===== src/hdl/rhp_pkg.sv =====
// Shared types and constants for the RTP fixed-header parser.
// No dependencies; imported by every module of the block.
package rhp_pkg;

  localparam int MAX_PACKET_BYTES = 2048;
  localparam int HEADER_BYTES     = 12;
  localparam int QUEUE_DEPTH      = 2;

  localparam int SAMPLE_BITS_W = 6;
  localparam int CHANNEL_W     = 5;
  localparam int RATE_W        = 18;
  localparam int PLEN_W        = 12;
  localparam int DUR_W         = 18;
  localparam int US_W          = 20;
  localparam int CFG_IDX_W     = 2;

  localparam logic [US_W-1:0]  US_PER_SEC   = 20'd1000000;
  localparam logic [DUR_W-1:0] DURATION_MAX = '1;

  typedef enum logic [1:0] {
    ST_OK       = 2'd0,
    ST_SHORT    = 2'd1,
    ST_CSRC     = 2'd2,
    ST_OVERSIZE = 2'd3
  } rhp_status_e;

  typedef enum logic [CFG_IDX_W-1:0] {
    CFG_SAMPLE_BITS = 2'd0,
    CFG_CHANNELS    = 2'd1,
    CFG_RATE        = 2'd2
  } rhp_cfg_idx_e;

  typedef enum logic [2:0] {
    BK_IDLE,
    BK_DIV_BPS,
    BK_DIV_CC,
    BK_MUL,
    BK_DIV_RATE,
    BK_DONE
  } rhp_back_state_e;

  typedef struct packed {
    logic [31:0] first_word;
    logic [31:0] timestamp;
    logic [31:0] ssrc;
  } rhp_hdr_t;

  typedef struct packed {
    logic [SAMPLE_BITS_W-1:0] sample_bits;
    logic [CHANNEL_W-1:0]     num_channels;
    logic [RATE_W-1:0]        frame_rate;
  } rhp_cfg_t;

  typedef struct packed {
    logic [1:0]        version;
    logic              padding;
    logic              extension;
    logic [3:0]        csrc_cnt;
    logic              marker;
    logic [6:0]        pay_type;
    logic [15:0]       sequence_res;
    logic [31:0]       timestamp;
    logic [31:0]       ssrc;
    logic [PLEN_W-1:0] pay_len;
    logic [DUR_W-1:0]  duration_us;
    rhp_status_e       status;
  } rhp_result_t;

endpackage


===== src/hdl/rhp_front.sv =====
// Byte capture front end: collects the 12-byte fixed header and counts length.
// Depends on rhp_pkg. Emits one job per packet at the last byte.
module rhp_front import rhp_pkg::*; #(
  parameter  int MaxPacketBytes = MAX_PACKET_BYTES,
  localparam int LenW           = $clog2(MaxPacketBytes + 1)
) (
  input  logic            clk_i,
  input  logic            rst_ni,
  input  logic            accept_i,
  input  logic [7:0]      data_byte_i,
  input  logic            last_byte_i,
  output logic            push_o,
  output rhp_hdr_t        hdr_o,
  output logic [LenW-1:0] len_o,
  output logic            over_o
);

  logic [LenW-1:0] count_q, count_d;
  rhp_hdr_t        hdr_q, hdr_d;
  logic            over_q, over_d;
  logic [4:0]      lane_sh;

  always_comb begin
    hdr_d   = hdr_q;
    count_d = count_q;
    over_d  = over_q;
    lane_sh = {2'd3 - count_q[1:0], 3'b000};
    push_o  = 1'b0;
    hdr_o   = hdr_q;
    len_o   = count_q;
    over_o  = over_q;
    if (accept_i) begin
      if (count_q < LenW'(HEADER_BYTES)) begin
        case (count_q[3:2])
          2'd0:    hdr_d.first_word[lane_sh +: 8] = data_byte_i;
          2'd1:    hdr_d.timestamp[lane_sh +: 8]  = data_byte_i;
          default: hdr_d.ssrc[lane_sh +: 8]       = data_byte_i;
        endcase
      end
      if (count_q < LenW'(MaxPacketBytes)) begin
        count_d = count_q + 1'b1;
      end else begin
        over_d = 1'b1;
      end
      // job carries this byte's update
      hdr_o  = hdr_d;
      len_o  = count_d;
      over_o = over_d;
      if (last_byte_i) begin
        push_o  = 1'b1;
        hdr_d   = '0;
        count_d = '0;
        over_d  = 1'b0;
      end
    end
  end

  always_ff @(posedge clk_i or negedge rst_ni) begin
    if (!rst_ni) begin
      count_q <= '0;
      hdr_q   <= '0;
      over_q  <= 1'b0;
    end else begin
      count_q <= count_d;
      hdr_q   <= hdr_d;
      over_q  <= over_d;
    end
  end

endmodule


===== src/hdl/rhp_fifo.sv =====
// Small register queue between the capture front end and the compute back end.
// Depends on rhp_pkg for the default depth.
module rhp_fifo import rhp_pkg::*; #(
  parameter int Width = 8,
  parameter int Depth = QUEUE_DEPTH
) (
  input  logic             clk_i,
  input  logic             rst_ni,
  input  logic             push_i,
  input  logic [Width-1:0] wdata_i,
  input  logic             pop_i,
  output logic [Width-1:0] rdata_o,
  output logic             empty_o,
  output logic             full_o
);

  localparam int PtrW = (Depth > 1) ? $clog2(Depth) : 1;
  localparam int CntW = $clog2(Depth + 1);

  logic [Width-1:0] mem_q [Depth];
  logic [PtrW-1:0]  wr_ptr_q, rd_ptr_q;
  logic [CntW-1:0]  cnt_q;

  assign rdata_o = mem_q[rd_ptr_q];
  assign empty_o = (cnt_q == '0);
  assign full_o  = (cnt_q == CntW'(Depth));

  always_ff @(posedge clk_i) begin
    if (push_i) begin
      mem_q[wr_ptr_q] <= wdata_i;
    end
  end

  always_ff @(posedge clk_i or negedge rst_ni) begin
    if (!rst_ni) begin
      wr_ptr_q <= '0;
      rd_ptr_q <= '0;
      cnt_q    <= '0;
    end else begin
      if (push_i) begin
        wr_ptr_q <= (wr_ptr_q == PtrW'(Depth - 1)) ? '0 : wr_ptr_q + 1'b1;
      end
      if (pop_i) begin
        rd_ptr_q <= (rd_ptr_q == PtrW'(Depth - 1)) ? '0 : rd_ptr_q + 1'b1;
      end
      if (push_i && !pop_i) begin
        cnt_q <= cnt_q + 1'b1;
      end else if (pop_i && !push_i) begin
        cnt_q <= cnt_q - 1'b1;
      end
    end
  end

endmodule


===== src/hdl/rhp_div.sv =====
// Radix-2 restoring divider, one quotient bit per cycle.
// Depends on rhp_pkg (house import). Shared by all three divisions.
module rhp_div import rhp_pkg::*; #(
  parameter int DividendW = 32,
  parameter int DivisorW  = RATE_W
) (
  input  logic                 clk_i,
  input  logic                 rst_ni,
  input  logic                 start_i,
  input  logic [DividendW-1:0] dividend_i,
  input  logic [DivisorW-1:0]  divisor_i,
  output logic                 done_o,
  output logic [DividendW-1:0] quotient_o
);

  localparam int CntW = $clog2(DividendW);

  logic [DividendW-1:0] quo_q;
  logic [DivisorW-1:0]  rem_q, dvs_q;
  logic [CntW-1:0]      cnt_q;
  logic                 busy_q, done_q;
  logic [DivisorW:0]    shifted, diff;
  logic                 ge;

  assign shifted    = {rem_q, quo_q[DividendW-1]};
  assign diff       = shifted - {1'b0, dvs_q};
  assign ge         = ~diff[DivisorW];
  assign done_o     = done_q;
  assign quotient_o = quo_q;

  always_ff @(posedge clk_i) begin
    if (start_i) begin
      quo_q <= dividend_i;
      rem_q <= '0;
      dvs_q <= divisor_i;
    end else if (busy_q) begin
      rem_q <= ge ? diff[DivisorW-1:0] : shifted[DivisorW-1:0];
      quo_q <= {quo_q[DividendW-2:0], ge};
    end
  end

  always_ff @(posedge clk_i or negedge rst_ni) begin
    if (!rst_ni) begin
      busy_q <= 1'b0;
      done_q <= 1'b0;
      cnt_q  <= '0;
    end else begin
      done_q <= 1'b0;
      if (start_i) begin
        busy_q <= 1'b1;
        cnt_q  <= '0;
      end else if (busy_q) begin
        cnt_q <= cnt_q + 1'b1;
        if (cnt_q == CntW'(DividendW - 1)) begin
          busy_q <= 1'b0;
          done_q <= 1'b1;
        end
      end
    end
  end

endmodule


===== src/hdl/rhp_back.sv =====
// Compute back end: status, payload length, duration, and the result register.
// Depends on rhp_pkg and rhp_div.
module rhp_back import rhp_pkg::*; #(
  parameter  int MaxPacketBytes = MAX_PACKET_BYTES,
  localparam int LenW           = $clog2(MaxPacketBytes + 1)
) (
  input  logic            clk_i,
  input  logic            rst_ni,
  input  logic            job_valid_i,
  input  rhp_hdr_t        hdr_i,
  input  logic [LenW-1:0] len_i,
  input  logic            over_i,
  input  rhp_cfg_t        cfg_i,
  output logic            pop_o,
  input  logic            out_stall_i,
  output logic            out_valid_o,
  output rhp_result_t     result_o
);

  localparam int HdrW = (LenW > 7) ? LenW : 7;
  localparam int DivW = LenW + US_W;

  rhp_back_state_e state_q, state_d;
  rhp_hdr_t        hdr_q;
  rhp_status_e     status_q, status_new;
  logic [LenW-1:0] plen_q, plen_new;
  logic [DivW-1:0] mul_q;
  logic [DUR_W-1:0] dur_q;
  rhp_result_t     out_q;
  logic            out_valid_q;

  logic [HdrW-1:0] len_x, hdr_len;
  logic [2:0]      bps;
  logic            div_ok, go_calc;

  logic            div_start, div_done;
  logic [DivW-1:0] div_dividend, div_quo;
  logic [RATE_W-1:0] div_divisor;
  logic            capture, mul_en, dur_en, load;

  // head-of-queue decode
  always_comb begin
    len_x   = HdrW'(len_i);
    hdr_len = HdrW'(HEADER_BYTES) + HdrW'({hdr_i.first_word[27:24], 2'b00});
    if (over_i) begin
      status_new = ST_OVERSIZE;
    end else if (len_x <= HdrW'(HEADER_BYTES)) begin
      status_new = ST_SHORT;
    end else if (hdr_len > len_x) begin
      status_new = ST_CSRC;
    end else begin
      status_new = ST_OK;
    end
    plen_new = LenW'(len_x - hdr_len);
    bps      = cfg_i.sample_bits[5:3];
    div_ok   = (bps != '0) && (cfg_i.num_channels != '0) && (cfg_i.frame_rate != '0);
    go_calc  = (status_new == ST_OK) && div_ok;
  end

  rhp_div #(
    .DividendW(DivW),
    .DivisorW (RATE_W)
  ) u_div (
    .clk_i     (clk_i),
    .rst_ni    (rst_ni),
    .start_i   (div_start),
    .dividend_i(div_dividend),
    .divisor_i (div_divisor),
    .done_o    (div_done),
    .quotient_o(div_quo)
  );

  // next state
  always_comb begin
    state_d = state_q;
    case (state_q)
      BK_IDLE: begin
        if (job_valid_i) begin
          state_d = go_calc ? BK_DIV_BPS : BK_DONE;
        end
      end
      BK_DIV_BPS: begin
        if (div_done) state_d = BK_DIV_CC;
      end
      BK_DIV_CC: begin
        if (div_done) state_d = BK_MUL;
      end
      BK_MUL:      state_d = BK_DIV_RATE;
      BK_DIV_RATE: begin
        if (div_done) state_d = BK_DONE;
      end
      BK_DONE: begin
        if (!out_valid_q || !out_stall_i) state_d = BK_IDLE;
      end
      default:     state_d = BK_IDLE;
    endcase
  end

  // state outputs
  always_comb begin
    pop_o        = 1'b0;
    capture      = 1'b0;
    div_start    = 1'b0;
    div_dividend = '0;
    div_divisor  = '0;
    mul_en       = 1'b0;
    dur_en       = 1'b0;
    load         = 1'b0;
    case (state_q)
      BK_IDLE: begin
        if (job_valid_i) begin
          pop_o        = 1'b1;
          capture      = 1'b1;
          div_start    = go_calc;
          div_dividend = DivW'(plen_new);
          div_divisor  = RATE_W'(bps);
        end
      end
      BK_DIV_BPS: begin
        if (div_done) begin
          div_start    = 1'b1;
          div_dividend = div_quo;
          div_divisor  = RATE_W'(cfg_i.num_channels);
        end
      end
      BK_DIV_CC: begin
        mul_en = div_done;
      end
      BK_MUL: begin
        div_start    = 1'b1;
        div_dividend = mul_q;
        div_divisor  = cfg_i.frame_rate;
      end
      BK_DIV_RATE: begin
        dur_en = div_done;
      end
      BK_DONE: begin
        load = !out_valid_q || !out_stall_i;
      end
      default: ;
    endcase
  end

  always_ff @(posedge clk_i) begin
    if (capture) begin
      hdr_q    <= hdr_i;
      status_q <= status_new;
      plen_q   <= (status_new == ST_OK) ? plen_new : '0;
      dur_q    <= '0;
    end
    if (mul_en) begin
      mul_q <= DivW'(div_quo[LenW-1:0]) * DivW'(US_PER_SEC);
    end
    if (dur_en) begin
      dur_q <= (div_quo > DivW'(DURATION_MAX)) ? DURATION_MAX : div_quo[DUR_W-1:0];
    end
    if (load) begin
      out_q.version      <= hdr_q.first_word[31:30];
      out_q.padding      <= hdr_q.first_word[29];
      out_q.extension    <= hdr_q.first_word[28];
      out_q.csrc_cnt     <= hdr_q.first_word[27:24];
      out_q.marker       <= hdr_q.first_word[23];
      out_q.pay_type     <= hdr_q.first_word[22:16];
      out_q.sequence_res <= hdr_q.first_word[15:0];
      out_q.timestamp    <= hdr_q.timestamp;
      out_q.ssrc         <= hdr_q.ssrc;
      out_q.pay_len      <= PLEN_W'(plen_q);
      out_q.duration_us  <= dur_q;
      out_q.status       <= status_q;
    end
  end

  always_ff @(posedge clk_i or negedge rst_ni) begin
    if (!rst_ni) begin
      state_q     <= BK_IDLE;
      out_valid_q <= 1'b0;
    end else begin
      state_q <= state_d;
      if (load) begin
        out_valid_q <= 1'b1;
      end else if (!out_stall_i) begin
        out_valid_q <= 1'b0;
      end
    end
  end

  assign out_valid_o = out_valid_q;
  assign result_o    = out_q;

endmodule


===== src/hdl/rtp_header_parse_duration.sv =====
// RTP fixed-header parser with payload duration; top level (rhp_pkg, front, fifo, back).
// Input: one byte per cycle, never stalled unless both queue entries hold finished packets.
// Bad status or zero divisors skip the divider; every other packet waits on the bit-serial
//   divider doing three divisions in a row, and the back end takes no new packet
//   until the current one is loaded into the result register.
// Reset (async, active low) clears the byte counter, queue, sequencer and config to 16/2/48000.
module rtp_header_parse_duration import rhp_pkg::*; #(
  parameter int MaxPacketBytes = MAX_PACKET_BYTES
) (
  input  logic                 clk_i,
  input  logic                 rst_ni,
  // config write port
  input  logic                 cfg_we_i,
  input  logic [CFG_IDX_W-1:0] cfg_index_i,
  input  logic [RATE_W-1:0]    cfg_data_i,
  // byte stream in
  input  logic                 in_valid_i,
  output logic                 in_stall_o,
  input  logic [7:0]           data_byte_i,
  input  logic                 last_byte_i,
  // result word out
  output logic                 out_valid_o,
  input  logic                 out_stall_i,
  output logic [1:0]           version_o,
  output logic                 padding_o,
  output logic                 extension_o,
  output logic [3:0]           csrc_cnt_o,
  output logic                 marker_o,
  output logic [6:0]           pay_type_o,
  output logic [15:0]          sequence_res_o,
  output logic [31:0]          timestamp_o,
  output logic [31:0]          ssrc_o,
  output logic [PLEN_W-1:0]    pay_len_o,
  output logic [DUR_W-1:0]     duration_us_o,
  output logic [1:0]           status_o
);

  localparam int LenW = $clog2(MaxPacketBytes + 1);
  localparam int JobW = $bits(rhp_hdr_t) + 1 + LenW;

  // config registers, live into the back end (only written while idle, which the user must ensure; not enforced)
  rhp_cfg_t cfg_q;

  always_ff @(posedge clk_i or negedge rst_ni) begin
    if (!rst_ni) begin
      cfg_q.sample_bits  <= SAMPLE_BITS_W'(16);
      cfg_q.num_channels <= CHANNEL_W'(2);
      cfg_q.frame_rate   <= RATE_W'(48000);
    end else if (cfg_we_i) begin
      case (cfg_index_i)
        CFG_SAMPLE_BITS: cfg_q.sample_bits  <= cfg_data_i[SAMPLE_BITS_W-1:0];
        CFG_CHANNELS:    cfg_q.num_channels <= cfg_data_i[CHANNEL_W-1:0];
        CFG_RATE:        cfg_q.frame_rate   <= cfg_data_i;
        default: ;       // unknown index: dropped
      endcase
    end
  end

  // front end: header capture and length count
  logic            accept, push;
  rhp_hdr_t        push_hdr;
  logic [LenW-1:0] push_len;
  logic            push_over;
  logic            q_full, q_empty, pop;
  logic [JobW-1:0] q_wdata, q_rdata;

  // stall only when the queue cannot take another packet job
  assign in_stall_o = q_full;
  assign accept     = in_valid_i && !in_stall_o;

  rhp_front #(
    .MaxPacketBytes(MaxPacketBytes)
  ) u_front (
    .clk_i      (clk_i),
    .rst_ni     (rst_ni),
    .accept_i   (accept),
    .data_byte_i(data_byte_i),
    .last_byte_i(last_byte_i),
    .push_o     (push),
    .hdr_o      (push_hdr),
    .len_o      (push_len),
    .over_o     (push_over)
  );

  assign q_wdata = {push_hdr, push_over, push_len};

  rhp_fifo #(
    .Width(JobW),
    .Depth(QUEUE_DEPTH)
  ) u_queue (
    .clk_i  (clk_i),
    .rst_ni (rst_ni),
    .push_i (push),
    .wdata_i(q_wdata),
    .pop_i  (pop),
    .rdata_o(q_rdata),
    .empty_o(q_empty),
    .full_o (q_full)
  );

  // back end: status, lengths, divider sequence, result register
  rhp_hdr_t        job_hdr;
  logic            job_over;
  logic [LenW-1:0] job_len;
  rhp_result_t     result;

  assign {job_hdr, job_over, job_len} = q_rdata;

  rhp_back #(
    .MaxPacketBytes(MaxPacketBytes)
  ) u_back (
    .clk_i      (clk_i),
    .rst_ni     (rst_ni),
    .job_valid_i(!q_empty),
    .hdr_i      (job_hdr),
    .len_i      (job_len),
    .over_i     (job_over),
    .cfg_i      (cfg_q),
    .pop_o      (pop),
    .out_stall_i(out_stall_i),
    .out_valid_o(out_valid_o),
    .result_o   (result)
  );

  assign version_o      = result.version;
  assign padding_o      = result.padding;
  assign extension_o    = result.extension;
  assign csrc_cnt_o     = result.csrc_cnt;
  assign marker_o       = result.marker;
  assign pay_type_o     = result.pay_type;
  assign sequence_res_o = result.sequence_res;
  assign timestamp_o    = result.timestamp;
  assign ssrc_o         = result.ssrc;
  assign pay_len_o      = result.pay_len;
  assign duration_us_o  = result.duration_us;
  assign status_o       = result.status;

endmodule


===== config.mk =====
export PLATFORM = sky130hd
export DESIGN_NAME = rtp_header_parse_duration
export DESIGN_NICKNAME = d
export VERILOG_FILES = /design/src/hdl/rhp_pkg.sv /design/src/hdl/rhp_front.sv /design/src/hdl/rhp_fifo.sv /design/src/hdl/rhp_div.sv /design/src/hdl/rhp_back.sv /design/src/hdl/rtp_header_parse_duration.sv
export SDC_FILE = /design/constraint.sdc
export NUM_CORES = 1
export LEC_CHECK = 0
export BUFFER_PORTS_ARGS = -buffer_cell sky130_fd_sc_hd__buf_2
export CAP_MARGIN = 20
export CORE_MARGIN = 8
export CORE_UTILIZATION = 50
export CTS_CLUSTER_DIAMETER = 120
export DETAILED_ROUTE_END_ITERATION = 10
export PLACE_DENSITY = 0.78
export SLEW_MARGIN = 0
export SYNTH_ARGS = -nofsm -noshare
export SYNTH_HDL_FRONTEND = slang
export SYNTH_SLANG_ARGS = --single-unit

===== constraint.sdc =====
create_clock -name clk_i -period 25.5 [get_ports clk_i]
set_clock_uncertainty 0.2 [all_clocks]
set_input_delay 1.275 -clock clk_i [delete_from_list [all_inputs] [get_ports clk_i]]
set_output_delay 1.275 -clock clk_i [all_outputs]
set_load 0.01 [all_outputs]

# == After elaboration in Yosys (flattened, before gate mapping) ==
# Memories as Yosys holds them, arrays and structs flattened.
# Cells that the tools add are included.
# word_totals
reg_bits,503
mem_bits_rw,218
in_bits,34
output_inout_bits,130
word_cells,168
mem_count,1
# op_classes
add_sub_neg,11
mul,1
order_cmp,5
eq_ne,17
n_shift,2
muxes,63
bitwise_logic,1
n_reduce_logical,29
# mem_list
memory,words,word_bits,rd,rd_clocked_by_memory_dff,write_ports,line_no,text
u_queue.mem_q,2,109,1,0,1,rhp_fifo.sv:20,logic [Width-1:0] mem_q [Depth];
# ops
op,n
96-bit 2-to-1 mux,3
32-bit 2-to-1 mux,6
32-bit bitwise mux,3
32-bit one-hot mux with 3 select lines,1
18-bit 2-to-1 mux,4
18-bit one-hot mux with 3 select lines,1
12-bit 2-to-1 mux,4
32-bit by 18-bit > comparator with 1-bit output (second input constant),1
8-bit by 7-bit variable shift with 32-bit output (first input constant),1
8-bit by 7-bit variable part select with 32-bit output,1
12-bit by 14-bit multiplier with 26-bit output (second input constant),1
1-bit 2-to-1 mux,24
3-bit 2-to-1 mux,7
19-bit by 18-bit subtractor with 19-bit output,1
3-bit one-hot mux with 6 select lines,1
18-bit nonzero test,1
5-bit 2-to-1 mux,3
12-bit by 1-bit adder with 12-bit output (second input constant),1
12-bit > comparator,1
12-bit by 4-bit less-or-equal comparator with 1-bit output (second input constant),1
12-bit < comparator (second input constant),1
12-bit by 4-bit < comparator with 1-bit output (second input constant),1
12-bit subtractor,1
2-bit 2-to-1 mux,5
29 further kinds,55

# == Depth between registers and ports, before layout ==
# Gate-level depths: netlist (run 1).
# An unclocked memory read counts as a cell.
# depth
ltp_word,12
mapped_depth,17
depth_no_buf,17

# == Cells and area by module ==
# From an unflattened synthesis (run 1), not the netlist that was laid out.
# hier_totals
hier_cells,2211
area_unflattened_um2,33166.8
# modules_own_cells
mod,instances,cells_per_inst,area_per_inst_um2,seq_area_each_um2
rhp_back,1,814,12788.5,8568.2
rhp_fifo,1,355,8552.0,6646.4
rhp_front,1,608,6550.0,2727.6
rhp_div,1,370,4107.7,2037.0
rtp_header_parse_duration,1,64,1168.6,737.0

# == Least setup slack after synthesis (run 1) ==
# Ideal clock, no wire load.
# synth_timing
kind,input to register
from,in in_valid_i
to,"mem u_queue.mem_q[0][0] (netlist bit), enable pin"
setup_time_ns,0.711
arrival_ns,8.963
required_ns,24.589
setup_slack_ns,15.626
stages,3
n_path_buf,1
cell_sequence,nand2_1 -> clkbuf_1 -> nor3_1
# synth_via
elab_chain_len,4
# synth_rtl
item,line_no,text
"start, declared",rtp_header_parse_duration.sv:17,"input logic in_valid_i,"
1-bit logical AND,rtp_header_parse_duration.sv:69,assign accept = in_valid_i && !in_stall_o;
1-bit 2-to-1 mux,rhp_front.sv:32,if (accept_i) begin
1-bit 2-to-1 mux,rhp_fifo.sv:29,if (push_i) begin
1-bit 2-to-1 mux (implied by the code),rhp_fifo.sv:30,mem_q[wr_ptr_q] <= wdata_i;
"end, declared",rhp_fifo.sv:20,
# Every way passes these cells.

# == Worst setup path in the final report (run 1) ==
# layout_timing
from,reg u_queue.rd_ptr_q
to,"reg u_back.u_div.quo_q[13], in the netlist u_back.u_div.quotient_o[13], enable pin"
# layout_via
elab_chain_len,12
word_cells_on_any_way,14
cone_classes,add/sub (1); order compare (2); eq/ne (1); mux (5); reduce/logical (4); memory (1)
# layout_rtl
item,line_no,text
"start, declared",rhp_fifo.sv:21,"logic [PtrW-1:0] wr_ptr_q, rd_ptr_q;"
"start signal, assigned",rhp_fifo.sv:44,rd_ptr_q <= (rd_ptr_q == PtrW'(Depth - 1)) ? '0 : rd_ptr_q + 1'b1;
memory 2 x 109 bit (*),--,
4-bit by 6-bit adder with 7-bit output,rhp_back.sv:44,"hdr_len = HdrW'(HEADER_BYTES) + HdrW'({hdr_i.first_word[27:24], 2'b00});"
12-bit > comparator,rhp_back.sv:49,end else if (hdr_len > len_x) begin
2-bit 2-to-1 mux,rhp_back.sv:49,
2-bit 2-to-1 mux,rhp_back.sv:47,end else if (len_x <= HdrW'(HEADER_BYTES)) begin
2-bit 2-to-1 mux (*),rhp_back.sv:45,if (over_i) begin
2-bit zero test (*),rhp_back.sv:57,go_calc = (status_new == ST_OK) && div_ok;
1-bit logical AND (*),rhp_back.sv:57,
1-bit 2-to-1 mux (*),rhp_back.sv:111,if (job_valid_i) begin
1-bit one-hot mux with 3 select lines (*),rhp_back.sv:109,case (state_q)
via u_back.div_start,rhp_back.sv:36,"logic div_start, div_done;"
3-bit != test (no line) / 2-bit nonzero test (equally long branches),--,
2-bit AND reduction (no line) (*),--,
"end signal, assigned",rhp_div.sv:33,quo_q <= dividend_i;
"end signal, assigned",rhp_div.sv:38,"quo_q <= {quo_q[DividendW-2:0], ge};"
"end, declared",rhp_div.sv:18,logic [DividendW-1:0] quo_q;
# The timed path passes the listed nets; every way through them passes the cells marked *.
# A chain may end at the register's enable or synchronous reset.

==> results of run 1 <==
-- power groups by stage --
stage	Sequential (W)	Clock, W	Combinational [W]
3_3_place_gp	0.00139	0	0.000206
5_1_grt	0.00138	0.00114	0.000237
3_5_place_dp	0.00139	0	0.000213
4_1_cts	0.00137	0.00110	0.000216
2_1_floorplan	0.00139	0	0.000142
6_report	0.00137	0.00108	0.000217
-- metal layers --
layer / vias to the layer above / track usage, % / wire [um]
met4: 2 / 4.830 / 1236
met5: - / 0 / 12
li1: 7887 / - / -
met3: 113 / 3.840 / 4286
met2: 599 / 31.07 / 31260
met1: 8648 / 24.46 / 26500
-- stage by stage --
stage | util [%] | setup WS, ns | total power [W]
after global routing | 57.22 | 19.71 | 0.002758
final | 57.22 | 20.15 | 0.002670
after detailed placement | 53.12 | 20.15 | 0.001607
after floorplan | - | 15.63 | 0.001529
after global placement | 53.12 | 20.37 | 0.001596
after CTS | 57.18 | 20.13 | 0.002691
-- logic make-up (layout without fill, tap and decap cells) --
group                      after synthesis  in the layout  synth area share [%]
AOI/OAI and AO/OA                      332            332                 7.103
DFF                                    718            718                 68.32
xor gates and xnor gates                63             63                 1.913
adders and majority gates              152            152                 7.215
and+or+nand+nor                        484            484                 7.853
muxes                                  141            141                 5.181
buffers and inverters                  182            424                 2.410
-- state kept, by name, summed over array words and instances, names as in the netlist, 2 cells and up --
register,flops
u_queue.mem_q,218
u_back.result_o,128
u_back.hdr_q,96
u_front.hdr_q,96
u_back.u_div.quotient_o,32
cfg_q,26
u_back.mul_q,26
u_back.dur_q,18
u_back.u_div.dvs_q,18
u_back.u_div.rem_q,18
u_back.plen_q,12
u_front.count_q,12
u_back.u_div.cnt_q,5
u_back.state_q,3
u_back.status_q,2
u_queue.cnt_q,2
-- how the worst max path moves through the flow --
| stage | start | end | slack (ns) |
|---|---|---|---|
| floorplan | in_valid_i | u_queue.mem_q[0][0] | 15.63 |
| detailed placement | u_queue.rd_ptr_q | u_back.u_div.quotient_o[19] | 20.15 |
| finish | u_queue.rd_ptr_q | u_back.u_div.quotient_o[13] | 20.15 |
| CTS | u_queue.rd_ptr_q | u_back.u_div.quotient_o[13] | 20.13 |
| global route | u_queue.rd_ptr_q | u_back.u_div.quotient_o[13] | 19.71 |
| global placement | u_back.u_div.quotient_o[3] | u_back.mul_q[31] | 20.37 |
-- area by class of cell --
class / instances / area, um^2
Clock buffer: 98 / 1961
Timing Repair Buffer: 178 / 967.2
Fill cell: 4505 / 25680
Clock inverter: 35 / 471.7
Inverter: 113 / 426.7
Multi-Input combinational cell: 1172 / 8895
Tap cell: 782 / 978.4
Sequential cell: 718 / 20640
-- placed cells by master, fill, tap and decap left out, types with 8 or more instances in the layout --
cell and count:
sky130_fd_sc_hd__a21boi_0 31, sky130_fd_sc_hd__a21o_1 15, sky130_fd_sc_hd__a21oi_1 28, sky130_fd_sc_hd__a22o_1 23, sky130_fd_sc_hd__a31oi_1 18, sky130_fd_sc_hd__and2_1 17, sky130_fd_sc_hd__buf_2 162, sky130_fd_sc_hd__buf_4 13
sky130_fd_sc_hd__bufinv_16 9, sky130_fd_sc_hd__clkbuf_1 21, sky130_fd_sc_hd__clkbuf_16 73, sky130_fd_sc_hd__clkinv_1 9, sky130_fd_sc_hd__dfrtp_1 140, sky130_fd_sc_hd__dfstp_2 9, sky130_fd_sc_hd__dfxtp_1 18, sky130_fd_sc_hd__edfxtp_1 550
sky130_fd_sc_hd__fa_1 37, sky130_fd_sc_hd__ha_1 115, sky130_fd_sc_hd__inv_1 111, sky130_fd_sc_hd__mux2_2 123, sky130_fd_sc_hd__mux2i_1 18, sky130_fd_sc_hd__nand2_1 227, sky130_fd_sc_hd__nand2b_1 8, sky130_fd_sc_hd__nand3_1 16
sky130_fd_sc_hd__nand4_1 12, sky130_fd_sc_hd__nor2_1 46, sky130_fd_sc_hd__nor2b_1 90, sky130_fd_sc_hd__nor3_1 14, sky130_fd_sc_hd__nor4_1 8, sky130_fd_sc_hd__o21a_1 29, sky130_fd_sc_hd__o21ai_0 121, sky130_fd_sc_hd__o21ai_1 19
sky130_fd_sc_hd__o31ai_1 10, sky130_fd_sc_hd__xnor2_1 30, sky130_fd_sc_hd__xor2_1 31
-- worst max-delay path: stages (launching register included) --
cell	delay (ns)
sky130_fd_sc_hd__dfrtp_4	0.80
sky130_fd_sc_hd__mux2i_1	0.40
sky130_fd_sc_hd__ha_1	0.24
sky130_fd_sc_hd__xnor2_1	0.14
sky130_fd_sc_hd__ha_1	0.28
sky130_fd_sc_hd__nor2b_1	0.16
sky130_fd_sc_hd__o31ai_1	0.41
sky130_fd_sc_hd__a211oi_1	0.21
sky130_fd_sc_hd__o21ai_4	0.39
sky130_fd_sc_hd__o21a_4	0.65
sky130_fd_sc_hd__inv_2	0.44
sky130_fd_sc_hd__nor2_1	0.35
sky130_fd_sc_hd__nor2_2	0.05
sky130_fd_sc_hd__buf_4	0.29
==> results_dict.tcl, run 1 <==
set metrics [dict create \
    run_status "complete, no violations" \
    number_of_synthesized_flops_with_an_enable_pin 550 \
    die_w_um 261.8 \
    final-hold-violation-count 0 \
    fmaxAchievable_ghz 0.1870 \
    postCtsResizedCells 0 \
    timing.rr.start "u_queue.rd_ptr_q" \
    final_design_area_no_fill_um2 34340 \
    synth_seq_cells 718 \
    hold_path_class "reg -> reg" \
    gpl.final_weighted_congestion 0.8535 \
    placed_area_um2 31880 \
    initial_core_util_pct 50.33 \
    type_of_the_worst_setup_path "reg -> reg" \
    antenna_violating_nets_post_route 0 \
    post_cts_buffers 0 \
    grt_antenna_before_repair 3 \
    synth_top_cell_area_share_pct 54.67 \
    grt_use_total_pct 18.49 \
    timing.critical_path.to_type "register" \
    fp.dieArea_um2 68540 \
    clkPwrFrac_pct 40.5 \
    postSynth.topFlopCell "sky130_fd_sc_hd__edfxtp_1" \
    cts_num_sinks 718 \
    routed-via-count 17250 \
    final_min_period_over_clock_period_pct 20.97 \
    remaining_routing_drc_violations 0 \
    rr_worst_depth 13 \
    tns_ns 0 \
    asyncSetResetFlopFracSynth_pct 20.89 \
    library_cell_with_the_highest_instance_count_after_synthesis "sky130_fd_sc_hd__edfxtp_1" \
    rows 90 \
    yosys.area.top_type "sky130_fd_sc_hd__edfxtp_1" \
    globalRouteOverflowTotal 0 \
    postSynthNetCount 2258 \
    final_max_slew_viol_count 0 \
    timing.hold.worst_endpoint "u_back.result_o[9]" \
    clk_pin_slew_worst_paths_ns 0.06 \
    worstHoldPathCells 0 \
    via_per_inst 5.571 \
    critical_path.reg2reg.endpoint "u_back.u_div.quotient_o[13]" \
    portBuffers 163 \
    placed_cells 2962 \
    yosys_warnings 0 \
    placeableCoreArea_um2 60020 \
    first_iter_violations 1405 \
    hpwl_mm 41.05 \
    num_antenna_cells 0 \
    pwr-share-seq_pct 51.4 \
    io-pin-count 164 \
    length_of_the_first_detailed_routing_pass_in_iterations 5 \
    clock_latency_ns 0.61 \
    internal-power_w 0.002043 \
    timing.max_cap.violations 0 \
    timing.max_slew.rel_slack_pct 24.89 \
    proportion_of_power_drawn_by_combinational_gates_pct 8.1 \
    syn-mean-instance-area_um2 14.58 \
    swShare_pct 23.46 \
    syn-cell-area_um2 30210 \
    nets 2442 \
    postSynthCellCount 2072 \
    largest_cells_by_area_after_synthesis "sky130_fd_sc_hd__edfxtp_1 (55%), sky130_fd_sc_hd__dfrtp_1 (12%), sky130_fd_sc_hd__ha_1 (4.8%), sky130_fd_sc_hd__mux2_2 (4.6%), sky130_fd_sc_hd__nand2_1 (2.8%)" \
    share_of_post_route_cells_with_drive_strength_above_1_pct 19.14 \
    power-per-cell-area_nw_per_um2 77.73 \
    die_span_y_um 261.8 \
    via_count_of_the_first_global_routing_pass 17760 \
    synth.lib_cells_used.distinct 74 \
    crit_path_start_kind "register" \
    routed_wirelength_normalized_by_instance_count_um 20.45 \
    finalWorstPathRequiredPeriod_ns 5.347 \
    hold-worst-slack_ns 0.2154 \
    timing.critical_path.required_ns 25.60 \
    critical_path_arrival_ns 5.45 \
    power.leakage_nw 13.16 \
    hold_buffers 0 \
    power.ir.vdd_worst_uv 61.75 \
    count_of_endpoints_failing_setup_in_the_final_report 0 \
    crit_path_max_fanout 60 \
    cts-root-buf "sky130_fd_sc_hd__clkbuf_16" \
    setup_repair_after_global_routing_missed_its_margin "false" \
    grt_max_degree 129 \
    post_layout_nonfiller_instances 3096 \
    wl_mm 63.30 \
    tritoncts "built" \
    area_growth_from_synthesis_to_layout_pct 13.68 \
    synth-seq-area-share_pct 68.32 \
    switching_component_of_the_power_w 0.0006263 \
    grt_pass1_wl_mm 99.08 \
    worstMarginPinSlew_ns 1.127 \
    r2r_slack_ns 20.15 \
    cts_htree_levels 3 \
    cts_buffers 73 \
    timing.hold.worst.start "u_back.dur_q[7]" \
    synth.cells.most_frequent "sky130_fd_sc_hd__edfxtp_1 (550), sky130_fd_sc_hd__nand2_1 (227), sky130_fd_sc_hd__dfrtp_1 (141), sky130_fd_sc_hd__mux2_2 (123), sky130_fd_sc_hd__o21ai_0 (121)" \
    clock_tree.buffer_depth 3 \
]
Note: power is estimated with default switching activity, not from simulation.
==> run 2, diff against run 1 <==
Settings changed: ABC_AREA set to 1.
Clock period 25.5 ns to 5.2 ns, I/O delays scaled along.
==> results_dict.tcl, run 2 <==
set metrics [dict create \
    cts_buffers 74 \
    cts_num_sinks 718 \
    cpMostUsedCell "sky130_fd_sc_hd__nand2_1" \
    crit_path_start_kind "register" \
    initial_core_util_pct 50.21 \
    io-pin-count 164 \
    worstMarginPinSlew_ns 1.035 \
    met1Wirelength_mm 28.83 \
    highest_layer "met4" \
    asyncSetResetFlopFracSynth_pct 20.89 \
    critical_path_s_slowest_cell "sky130_fd_sc_hd__fa_1" \
    postSynth.topFlopCell "sky130_fd_sc_hd__edfxtp_1" \
    fin_ws_ns 0.4059 \
    synth.cells.most_frequent "sky130_fd_sc_hd__nand2_1 (780), sky130_fd_sc_hd__edfxtp_1 (550), sky130_fd_sc_hd__inv_1 (396), sky130_fd_sc_hd__nor2_1 (192), sky130_fd_sc_hd__dfrtp_1 (141)" \
    synth-seq-area-share_pct 65.53 \
    length_of_the_first_detailed_routing_pass_in_iterations 8 \
    top_register "u_queue.mem_q" \
    yosys_warnings 0 \
    layout.cells.most_common "sky130_fd_sc_hd__nand2_1" \
    via_count_of_the_first_global_routing_pass 20290 \
    syn-mean-instance-area_um2 10.95 \
    path_cells "fa_1, ha_1, fa_1, fa_1, inv_1, fa_1, inv_1, ha_1, nand2_1, o21ai_0, a21oi_1, o21bai_1, nand2_1, nand2_1, nand2_1, nand2_1" \
    postSynthCellCount 2876 \
    timing.max_slew.rel_slack_pct 30.73 \
    number_of_synthesized_flops_with_an_enable_pin 550 \
    remaining_routing_drc_violations 0 \
    run_status "complete, no violations" \
    hold_path_class "in -> async" \
    die_span_y_um 267.0 \
    final-hold-violation-count 0 \
    globalRouteOverflowTotal 0 \
    n_fill_cell 5060 \
    setup_repair_after_global_routing_missed_its_margin "false" \
    placed_area_um2 33300 \
    placeableCoreArea_um2 62740 \
    area_growth_from_synthesis_to_layout_pct 14.73 \
    nets 3284 \
    max_stage_delay_ns 0.55 \
    largest_cells_by_area_after_synthesis "sky130_fd_sc_hd__edfxtp_1 (52%), sky130_fd_sc_hd__dfrtp_1 (11%), sky130_fd_sc_hd__nand2_1 (9.3%), sky130_fd_sc_hd__inv_1 (4.7%), sky130_fd_sc_hd__ha_1 (4.6%)" \
    hpwl_mm 46.92 \
    postSynthNetCount 3062 \
    cts-root-buf "sky130_fd_sc_hd__clkbuf_16" \
    synth_seq_cells 718 \
    synth_top_cell_area_share_pct 52.44 \
    share_of_post_route_cells_with_drive_strength_above_1_pct 11.49 \
    timing.critical_path.to_type "register" \
    fp.dieArea_um2 71280 \
    via_per_inst 5.169 \
    library_cell_with_the_highest_instance_count_after_synthesis "sky130_fd_sc_hd__nand2_1" \
    die_w_um 267.0 \
    cts_htree_levels 3 \
    antenna_violating_nets_post_route 0 \
    routed_wirelength_normalized_by_instance_count_um 17.62 \
    final_design_area_no_fill_um2 36130 \
    post_cts_buffers 0 \
    first_iter_violations 1851 \
    clock_latency_ns 0.64 \
    gpl.final_weighted_congestion 0.8998 \
    grt_max_degree 129 \
    timing.max_cap.violations 0 \
    type_of_the_worst_setup_path "reg -> reg" \
    grt_pass1_wl_mm 110.2 \
    yosys.area.top_type "sky130_fd_sc_hd__edfxtp_1" \
    portBuffers 163 \
    crit_path_max_fanout 7 \
    commonest_cells_after_routing_fill_and_taps_aside "sky130_fd_sc_hd__nand2_1 (780), sky130_fd_sc_hd__edfxtp_1 (550), sky130_fd_sc_hd__inv_1 (396)" \
    wl_mm 70.60 \
    pre_cts_slack_ns 0.4441 \
    count_of_endpoints_failing_setup_in_the_final_report 0 \
    routed-via-count 20710 \
    final_min_period_over_clock_period_pct 92.19 \
    tritoncts "built" \
    synth.lib_cells_used.distinct 44 \
    syn-cell-area_um2 31500 \
    clk_pin_slew_worst_paths_ns 0.07 \
    met3RoutedLength_mm 4.262 \
    grt_antenna_before_repair 1 \
    wl_met2_mm 35.51 \
    final_max_slew_viol_count 0 \
    clock_tree.buffer_depth 3 \
    finalWorstPathRequiredPeriod_ns 4.794 \
    rows 92 \
    grt_use_total_pct 19.67 \
    critical_path_arrival_ns 4.97 \
    fmaxAchievable_ghz 0.2086 \
    timing.critical_path.required_ns 5.37 \
    flip_flop_count_of_the_largest_register_after_layout 218 \
]
## run 2: stage by stage
| step | TNS [ns] | hold slack, ns | util [%] | instances |
|---|---|---|---|---|
| after global routing | 0 | 0.1564 | 57.60 | 4006 |
| after detailed placement | 0 | 0.2045 | 53.09 | 3828 |
| final | 0 | 0.08301 | 57.60 | 4006 |
| after global placement | 0 | 0.2007 | 53.09 | 3828 |
| after floorplan | -341.08 | -0.2356 | - | 2876 |
| after CTS | 0 | 0.1057 | 57.48 | 4000 |
## run 2: cell type report
| type | count | area [um^2] | share of cell area, % |
|---|---|---|---|
| sequential | 718 | 20640 | 57.13 |
| multi-input combinational | 1678 | 9061 | 25.08 |
| clock buffer | 95 | 1981 | 5.481 |
| inverter | 401 | 1514 | 4.190 |
| timing repair buffer | 225 | 1456 | 4.030 |
| tap | 846 | 1059 | 2.929 |
| clock inverter | 41 | 414.1 | 1.146 |
| antenna | 2 | 5.005 | 0.01385 |
## run 2: kinds of logic after synthesis
logic type / Yosys count / share of synthesized area (%)
AND/OR/NAND/NOR: 1188 / 15.46
adder cells (fa/ha/maj): 152 / 6.920
AO/OA/AOI/OAI: 290 / 4.815
XOR/XNOR: 47 / 1.307
multiplexers: 1 / 0.03178
buffers and inverters: 480 / 5.935
flip-flops: 718 / 65.53
## run 2: path summary, 6_finish.rpt
path,startpoint,to,slack [ns],depth (start not counted)
worst max-delay path,u_back.u_div.quotient_o[4],u_back.mul_q[29],0.41,16
worst min-delay path,rst_ni,u_front.hdr_q[39],0.08,2
worst max register to register,u_back.u_div.quotient_o[4],u_back.mul_q[29],0.41,16
worst min register to register,u_back.dur_q[5],u_back.result_o[7],0.21,0
max in group asynchronous,rst_ni,u_front.hdr_q[22],3.72,3
min in group clk_i,u_back.dur_q[5],u_back.result_o[7],0.21,0
## run 2: worst max-delay path: cells and delay by family, from the launching register on
| family | cells | cell delay (ns) |
|---|---|---|
| simple gates | 5 | 0.37 |
| flops | 1 | 0.53 |
| buf+inv | 2 | 0.09 |
| fa+ha+maj | 6 | 2.77 |
| compound gates | 3 | 0.58 |
## run 2: routing by layer
layer / up-vias / track usage, %
met5: - / 0
met4: 0 / 7.014
li1: 9906 / -
met3: 120 / 2.975
met1: 9986 / 25.51
met2: 694 / 33.54
## run 2: what timing repair did
item | in CTS | in global routing
endpoints found under the hold margin | 159 | 0
hold buffers | 36 | 0
resized for setup | 0 | 0
Power of run 2 is not shown: default switching activity piles up to over one toggle a cycle in this logic, so the estimate is an artifact.
